`config.mk`:
```
export PLATFORM = sky130hd
export DESIGN_NAME = isse_ctrl
export DESIGN_NICKNAME = d
export VERILOG_FILES = /design/src/hdl/isse_pkg.sv /design/src/hdl/isse_ctrl.sv
export SDC_FILE = /design/constraint.sdc
export NUM_CORES = 1
export LEC_CHECK = 0
export BUFFER_PORTS_ARGS = -buffer_cell sky130_fd_sc_hd__buf_2
export CORE_AREA = 2 2 39 41
export DETAILED_ROUTE_END_ITERATION = 8
export DIE_AREA = 0 0 41 43
export PLACE_DENSITY = 0.54
export SYNTH_ARGS = -nofsm -noshare
export SYNTH_HDL_FRONTEND = slang
export SYNTH_SLANG_ARGS = --single-unit
```
`constraint.sdc`:
```
create_clock -name clock -period 1.65 [get_ports clock]
set_input_delay 0.33 -clock clock [delete_from_list [all_inputs] [get_ports clock]]
set_output_delay 0.33 -clock clock [all_outputs]
set_load 0.005 [all_outputs]
```
`src/hdl/isse_pkg.sv`:
```
// ----------------------------------------------------------------------------
// isse_pkg
// shared types and constants for the integer set successor engine
// ----------------------------------------------------------------------------
package isse_pkg;

   localparam int unsigned KEY_BITS = 16;
   localparam int unsigned CMD_W  = 3;
   localparam int unsigned OUT_W  = 16;
   localparam int unsigned WORD_W = 64;
   localparam int unsigned BIT_W  = 6;

   localparam logic [1:0] BOUND_LO = 2'd1;
   localparam logic [1:0] BOUND_HI = 2'd2;

   typedef enum logic [2:0] {
      CMD_INSERT = 3'd0,
      CMD_DELETE = 3'd1,
      CMD_MEMBER = 3'd2,
      CMD_SUCC   = 3'd3,
      CMD_PRED   = 3'd4
   } cmd_type;

   typedef enum logic [3:0] {
      ST_IDLE,
      ST_LEAF,
      ST_MOD,
      ST_SUM,
      ST_TOP,
      ST_SUMRD,
      ST_LEAFRD,
      ST_BLO,
      ST_BHI,
      ST_DONE
   } state_type;

   // per-state control strobes and bound word select, issued by the controller
   typedef struct packed {
      logic       load;
      logic       leaf_check;
      logic       modify;
      logic       sum_check;
      logic       top_check;
      logic       sum_read;
      logic       leaf_read;
      logic [1:0] bound;
      logic       finish;
   } ctrl_type;

   typedef struct packed {
      logic       is_update;
      logic       is_query;
      logic       hit;
      logic       none;
   } stat_type;

   function automatic logic [5:0] lowest_bit(input logic [63:0] v);
      logic [5:0] n;
      n = 6'd0;
      for (int i = 63; i >= 0; i--) begin
         if (v[i]) n = 6'(i);
      end
      return n;
   endfunction

   function automatic logic [5:0] highest_bit(input logic [63:0] v);
      logic [5:0] n;
      n = 6'd0;
      for (int i = 0; i < 64; i++) begin
         if (v[i]) n = 6'(i);
      end
      return n;
   endfunction

endpackage

```
`src/hdl/isse_ctrl.sv`:
```
// ----------------------------------------------------------------------------
// isse_ctrl
// command sequencer for the bitmap search and update
// ----------------------------------------------------------------------------
module isse_ctrl (
   input  logic                clock,
   input  logic                reset,
   input  logic                start,
   input  logic                out_free,
   input  isse_pkg::stat_type  stat,
   output logic                busy,
   output isse_pkg::ctrl_type  ctrl
);

   isse_pkg::state_type state_ff, state_in;

   always_ff @(posedge clock) begin
      if (reset) state_ff <= isse_pkg::ST_IDLE;
      else       state_ff <= state_in;
   end

   always_comb begin
      state_in = state_ff;
      case (state_ff)
         isse_pkg::ST_IDLE:   if (start) state_in = isse_pkg::ST_LEAF;
         isse_pkg::ST_LEAF: begin
            if (stat.is_update)     state_in = isse_pkg::ST_MOD;
            else if (stat.is_query) state_in = isse_pkg::ST_SUM;
            else                    state_in = isse_pkg::ST_DONE;
         end
         isse_pkg::ST_MOD:    state_in = isse_pkg::ST_BLO;
         isse_pkg::ST_SUM: begin
            if (stat.hit)       state_in = isse_pkg::ST_DONE;
            else                state_in = isse_pkg::ST_TOP;
         end
         isse_pkg::ST_TOP: begin
            if (stat.none)      state_in = isse_pkg::ST_DONE;
            else                state_in = isse_pkg::ST_SUMRD;
         end
         isse_pkg::ST_SUMRD:  state_in = isse_pkg::ST_LEAFRD;
         isse_pkg::ST_LEAFRD: state_in = isse_pkg::ST_DONE;
         isse_pkg::ST_BLO:    state_in = isse_pkg::ST_BHI;
         isse_pkg::ST_BHI:    state_in = isse_pkg::ST_DONE;
         isse_pkg::ST_DONE:   if (out_free) state_in = isse_pkg::ST_IDLE;
         default:             state_in = isse_pkg::ST_IDLE;
      endcase
   end

   always_comb begin
      ctrl = '0;
      busy = 1'b1;
      case (state_ff)
         isse_pkg::ST_IDLE: begin
            busy      = 1'b0;
            ctrl.load = start;
         end
         isse_pkg::ST_LEAF:   ctrl.leaf_check = 1'b1;
         isse_pkg::ST_MOD:    ctrl.modify     = 1'b1;
         isse_pkg::ST_SUM:    ctrl.sum_check  = 1'b1;
         isse_pkg::ST_TOP:    ctrl.top_check  = 1'b1;
         isse_pkg::ST_SUMRD:  ctrl.sum_read   = 1'b1;
         isse_pkg::ST_LEAFRD: ctrl.leaf_read  = 1'b1;
         isse_pkg::ST_BLO:    ctrl.bound      = isse_pkg::BOUND_LO;
         isse_pkg::ST_BHI:    ctrl.bound      = isse_pkg::BOUND_HI;
         isse_pkg::ST_DONE:   ctrl.finish     = out_free;
         default:             ctrl = '0;
      endcase
   end

endmodule

```
* After elaboration in Yosys (flattened, before gate mapping)
Cells that the tools add are included.
** Word-level totals
- Input port bits :: 8
- Word-level logic and storage cells :: 32
- Register bits after elaboration :: 4
- Output and inout port bits :: 11
** Operators by class
- Eq/ne operators :: 11
- Reductions and logical operators :: 3
- Muxes and demuxes :: 17
** Operator list (count)
- one-hot mux 4 bit (9 select lines) :: 1
- 2-to-1 mux 4 bit :: 6
- equality test 4 x 3 -> 1 bit (second input constant) :: 4
- 2-to-1 mux 1 bit :: 9
- equality test 4 x 2 -> 1 bit (second input constant) :: 2
- equality test 4 bit (second input constant) :: 2
- equality test 4 x 1 -> 1 bit (second input constant) :: 1
- logical NOT 4 bit :: 1
- != test 2 bit (second input constant) :: 2
- one-hot mux 2 bit (2 select lines) :: 1
- AND reduction 2 bit :: 1
- OR reduction 2 bit :: 1

* Logic depth before layout (Yosys ltp)
Gate-level depths: netlist of run 1.
- Depth in word-level cells :: 3
- Depth in mapped cells :: 6
- Mapped depth without buffers :: 4

* Least setup slack after synthesis of run 1
No wires, ideal clock.
- Kind :: register to register
- Start :: register state_ff[1]
- End :: register state_ff[3]
- Stages on the path, launching flop included :: 6
- Path slack :: 0.466 ns
- Setup time :: 0.074 ns
- Data required time :: 1.576 ns
- Arrival time :: 1.109 ns
- Cells stage by stage :: dfxtp_1 > buf_6 > nor4_2 > a21oi_1 > or3_1 > a31oi_1
** Between the ends
- Cells in the longest elaborated chain, start to end :: 3
- Elaborated cells on any way between the ends :: 15
** Ends and longest elaborated chain
- start, declared :: RTL line isse_ctrl.sv:15 : isse_pkg::state_type state_ff, state_in;
- start signal, assigned :: RTL line isse_ctrl.sv:18 : if (reset) state_ff <= isse_pkg::ST_IDLE;
- start signal, assigned :: RTL line isse_ctrl.sv:19 : else state_ff <= state_in;
- equality test 4 bit, or another cell as far along :: RTL line isse_ctrl.sv:24 : case (state_ff)
- OR reduction 2 bit (no line) / != test 2 bit (equally long branches)
- one-hot mux 4 bit (9 select lines) / AND reduction 2 bit (equally long branches)
Parallel ways exist; a longest one is shown, timed or not.
A chain may end at the register's enable or synchronous reset.

==> out/qor.yml, run 1 <==
outcome: "completed"
ys_types: 22
multi_input_area_um2: 255
reg.largest.list: "state_ff (4)"
skew_ns: 0.00276
die-area_mm2: 0.00176
gp_congestion: 0.746
drive_above_1_share_pct: 34.2
hold_viol: 0
clk_pin_slew_ns: 0.04
tightest_slew_ns: 0.297
post_cts_buffers: 0
pwr-share-comb_pct: 33.6
max_clock_freq_mhz: 654
cts_tree: "done"
period_needed_ns: 1.53
numCtsBuffers: 3
layout_commonest_cell: "buf_2"
cp_data_arrival_time_ns: 1.20
crit_path_max_fanout: 17
io_buffer_count: 18
area_growth_pct: 28.6
clockBufferDepth: 2
clock_latency_ns: 0.23
core_area_mm2: 0.00138
synth_area_leader_cell: "dfxtp_1"
syn_inst: 60
cp-end-kind: "output pin"
hp-class: "primary input to register"
post_drt_wl_per_cell_um: 10.6
ant_nets: 0
grt_start_max_net_pins: 18
regArea_um2: 85.1
regMostFlops: "state_ff"
num_rows: 14
fin_crit_sh_pct: 92.7
clock_sinks: 4
largest_reg_flops: 4
final_cells: 92
yosys_warnings: 0
placedCellCount: 89
required_ns: 1.32
rsz0062_at_grt: "false"
report.final.slew_viol_count: 0
drt_iter0_markers: 10
drc: 0
yosysTopAreaCellShare_pct: 21.3
clkPwrFrac_pct: 29.7
switching_share_pct: 35.9
via_per_inst: 4.98
stdcell_area_um2: 484
path_class: "register to output pin"
crit_path_start_kind: "register"
synth-seq-cells: 4
power_uw: 403
die_w_um: 41
synth_nets: 68
p_int_uw: 259
grt-ovfl-total: 0
wl_um: 972
leakage_uw: 0.000223
grt_pass1_wl_mm: 1.53
setup_viol: 0
p_seq_share_pct: 36.7
most-common-layout-cells: "18 x buf_2, 11 x nor2_1, 9 x nor3_1, 6 x nand2_1, 6 x a21oi_1"
grt_usage_pct: 12.9
final.setup.tns_ns: 0
syn_area_per_cell_um2: 6.28
dpl_cell_area_um2: 457
hold_buffers: 0
max-cap-violations: 0
power.switching_uw: 145
diodes: 0
start_util_pct: 27.2
syn-cell-area_um2: 377
vdd_drop_max_mv: 0.328
fin_nets: 86
n_fill_cell: 169
grt_antenna_before_repair: 0
grt_pass1_vias: 365
yosysSeqAreaShare_pct: 21.3
num_vias: 458
top_level_ports: 19
timing.slew.headroom_pct: 80.0
dieHeight_um: 43
cts-root-buf: "clkbuf_4"
synthTopCellsByArea: "dfxtp_1 21%, nor3_1 12%, nor2_1 11%"
dp_hpwl_um: 708
h-tree-depth: 1
drtPass1Iterations: 4
power_density_mw_per_mm2: 833
[path summary, 6_finish.rpt]
| check | start | end | slack [ns] | cells after the start |
|---|---|---|---|---|
| worst max register to register | state_ff[2] | state_ff[3] | 0.35 | 4 |
| worst min register to register | state_ff[2] | state_ff[2] | 0.57 | 2 |
| worst min-delay path | reset | state_ff[0] | 0.29 | 2 |
| worst max-delay path | state_ff[1] | ctrl[7] | 0.12 | 3 |
[power groups by stage]
stage	combinational, uW	sequential, uW	clock (uW)
floorplan	126	115	0
CTS	138	145	124
detailed placement	136	146	0
finish	135	148	120
global route	158	154	129
global placement	137	146	0
[routing by layer]
layer / GRT usage [%] / wire [um]
met1: 14.8 / 417
met2: 19.4 / 446
met3: 5.76 / 100
met4: 6.00 / 7
met5: 0 / 0
[layout make-up]
class / count / area share (%)
Clock buffer: 3 / 4.65
Inverter: 3 / 2.33
Multi-Input combinational cell: 48 / 52.7
Sequential cell: 4 / 17.6
Tap cell: 16 / 4.13
Timing Repair Buffer: 18 / 18.6
[Yosys cell counts]
master    instances
nor4_2            1
clkinv_1          1
a211o_1           1
buf_2             3
nand2_1           6
a31oi_1           1
inv_1             2
dfxtp_1           4
nand2b_1          3
o21ai_0           1
a21oi_1           6
clkbuf_1          1
a211oi_1          1
nand3b_1          1
or2_0             1
or3_1             3
mux2i_1           1
nor2_1           11
o21a_1            1
o21bai_1          1
buf_6             1
nor3_1            9
[logic make-up (layout without fill, tap and decap cells)]
kind of cell | after synthesis | in the layout | synth area share, %
and+or+nand+nor | 35 | 35 | 45.8
AOI/OAI and AO/OA | 12 | 12 | 19.3
muxes | 1 | 1 | 2.66
buffers and inverters | 8 | 24 | 11.0
DFF | 4 | 4 | 21.3
[through the flow]
stage          util, %  hold slack [ns]  setup WS, ns
3_3_place_gp      33.0            0.546         0.229
2_1_floorplan        -            0.399         0.466
6_report          35.0            0.292         0.120
5_1_grt           35.0            0.289       0.00378
4_1_cts           34.7            0.298        0.0168
3_5_place_dp      33.0            0.537         0.179
[repair_timing]
item,CTS,global route
setup endpoints to repair,4,10
resized for setup,1,3
pin swaps,0,0
[critical path, cell delays in order (launching register included)]
cell	delay, ns
dfxtp_2	0.49
nand2b_1	0.19
nor3_1	0.15
buf_2	0.14
Power figures use the tool's default switching activity.
==> inputs of run 2 (changes only) <==
REMOVE_ABC_BUFFERS = 1   (was not set)
==> run 2 against run 1 <==
Against the previous run:
- via count fell by 3.3%
- largest cell class unchanged
- first-iteration DRC count is 80% lower
- final area is 1.6% higher
- flip-flop and latch count unchanged
==> out/qor.yml, run 2 (same netlist as run 1, synthesis figures left out) <==
die_w_um: 41  # unchanged
leakage_uw: 0.000228  # was 0.000223 uW
layout_commonest_cell: "buf_2"  # unchanged
grt_antenna_before_repair: 0  # unchanged
fin_nets: 87  # was 86
vdd_drop_max_mv: 0.346  # was 0.328 mV
crit_path_max_fanout: 13  # was 17
hold_viol: 0  # unchanged
hold_buffers: 0  # unchanged
switching_share_pct: 36.0  # was 35.9%
path_class: "register to output pin"  # unchanged
grt-ovfl-total: 0  # unchanged
max-cap-violations: 0  # unchanged
die-area_mm2: 0.00176  # unchanged
crit_path_start_kind: "register"  # unchanged
post_cts_buffers: 0  # unchanged
hp-start: "reset"  # unchanged
regMostFlops: "state_ff"  # unchanged
top_level_ports: 19  # unchanged
most-common-layout-cells: "18 x buf_2, 11 x nor2_1, 9 x nor3_1, 6 x nand2_1, 6 x a21oi_1"  # unchanged
timing.slew.headroom_pct: 77.5  # was 80.0%
clk_pin_slew_ns: 0.04  # about the same
start_util_pct: 27.2  # unchanged
clockBufferDepth: 2  # unchanged
grt_pass1_wl_mm: 1.56  # was 1.53 mm
dp_hpwl_um: 710  # was 708 um
tightest_slew_ns: 0.334  # was 0.297 ns
cts-root-buf: "clkbuf_4"  # unchanged
n_fill_cell: 164  # was 169
wl_um: 941  # was 972 um
crit_path_start: "state_ff[1]"  # unchanged
power_uw: 409  # was 403 uW
num_rows: 14  # unchanged
hp-class: "primary input to register"  # unchanged
grt_start_max_net_pins: 16  # was 18
clock_sinks: 4  # unchanged
h-tree-depth: 1  # unchanged
rsz0062_at_grt: "false"  # unchanged
dpl_cell_area_um2: 464  # was 457 um2
gp_congestion: 0.772  # was 0.746
pwr-share-comb_pct: 34.3  # was 33.6%
report.final.slew_viol_count: 0  # unchanged
stdcell_area_um2: 492  # was 484 um2
rr_startpoint: "state_ff[2]"  # unchanged
grt_usage_pct: 12.9  # unchanged
reg2reg_slack_ns: 0.37  # was 0.35 ns
required_ns: 1.32  # about the same
largest_reg_flops: 4  # unchanged
grt_pass1_vias: 391  # was 365
cts_tree: "done"  # unchanged
fin_crit_sh_pct: 89.4  # was 92.7%
period_needed_ns: 1.48  # was 1.53 ns
clock_latency_ns: 0.24  # was 0.23 ns
numCtsBuffers: 3  # unchanged
io_buffer_count: 18  # unchanged
cp-end-kind: "output pin"  # unchanged
diodes: 0  # unchanged
dieHeight_um: 43  # unchanged
cp_data_arrival_time_ns: 1.15  # was 1.20 ns
ant_nets: 0  # unchanged
clkPwrFrac_pct: 30.0  # was 29.7%
max_clock_freq_mhz: 678  # was 654 MHz
cp-endpoint: "ctrl[7]"  # unchanged
drive_above_1_share_pct: 35.1  # was 34.2%
p_seq_share_pct: 35.8  # was 36.7%
outcome: "completed"  # unchanged
core_area_mm2: 0.00138  # unchanged
post_drt_wl_per_cell_um: 10.1  # was 10.6 um
drtPass1Iterations: 3  # was 4
whs_ns: 0.283  # was 0.292 ns
drt_iter0_markers: 2  # was 10
drc: 0  # unchanged
power.switching_uw: 147  # was 145 uW
power_density_mw_per_mm2: 833  # about the same
reg2regPathDepth: 4  # unchanged
reg.largest.list: "state_ff (4)"  # unchanged
skew_ns: 0.00161  # was 0.00276 ns
setup_viol: 0  # unchanged
final.setup.tns_ns: 0  # unchanged
via_per_inst: 4.76  # was 4.98
area_growth_pct: 30.6  # was 28.6%
regToRegEndpoint: "state_ff[0]"  # was state_ff[3]
p_int_uw: 262  # was 259 uW
num_vias: 443  # was 458
## run 2: cell count changes in the layout (fill, tap and decap cells not counted)
| cell | previous run | this run |
|---|---|---|
| buf_4 | 0 | 1 |
## run 2: per-stage QoR
stage               instances  setup WS, ns  utilization [%]
finish                     93         0.174             35.5
global route               93        0.0558             35.5
CTS                        93        0.0322             35.3
detailed placement         90         0.232             33.5
global placement           90         0.213             33.5
floorplan                  55         0.407                -
## run 2: layout make-up
cell class	count	area, um2	share of cell area, %
clock buffers	3	22.5	4.58
well taps	16	20.0	4.07
repair buffers	19	97.6	19.8
multi-input cells	48	255	51.9
flip-flops and latches	4	85.1	17.3
inverters	3	11.3	2.29
## run 2: how the worst min path moves through the flow
stage	endpoint	cells after the start	slack, ns
floorplan	state_ff[0]	1	0.40
global placement	state_ff[0]	2	0.54
detailed placement	state_ff[0]	2	0.54
CTS	state_ff[3]	2	0.28
global route	state_ff[0]	2	0.29
finish	state_ff[3]	2	0.28
## run 2: what timing repair did
action	4_1_cts	5_1_grt
hold endpoints to repair	0	0
setup endpoints to repair	2	10
resized for setup	1	3
## run 2: critical path: stages (launching register included)
cell and delay [ns]:
dfxtp_2 0.46, nand2b_1 0.17, nor3_1 0.14, buf_2 0.13
## run 2: power by group through the flow
stage | Combinational, uW | Sequential (uW) | Clock (uW)
floorplan | 89.2 | 137 | 0
global placement | 144 | 145 | 0
detailed placement | 142 | 146 | 0
CTS | 142 | 145 | 130
global route | 159 | 152 | 137
finish | 140 | 146 | 123
## run 2: routing by layer
metal  share of wire, %  track usage (%)  vias up  routed length, um
met5                  0                0        -                  0
met4                  0             6.00        0                  0
met2                 50             19.1       11                473
met1                 44             16.4      192                416
met3                5.3             3.66        0                 50
li1                   -                -      240                  -
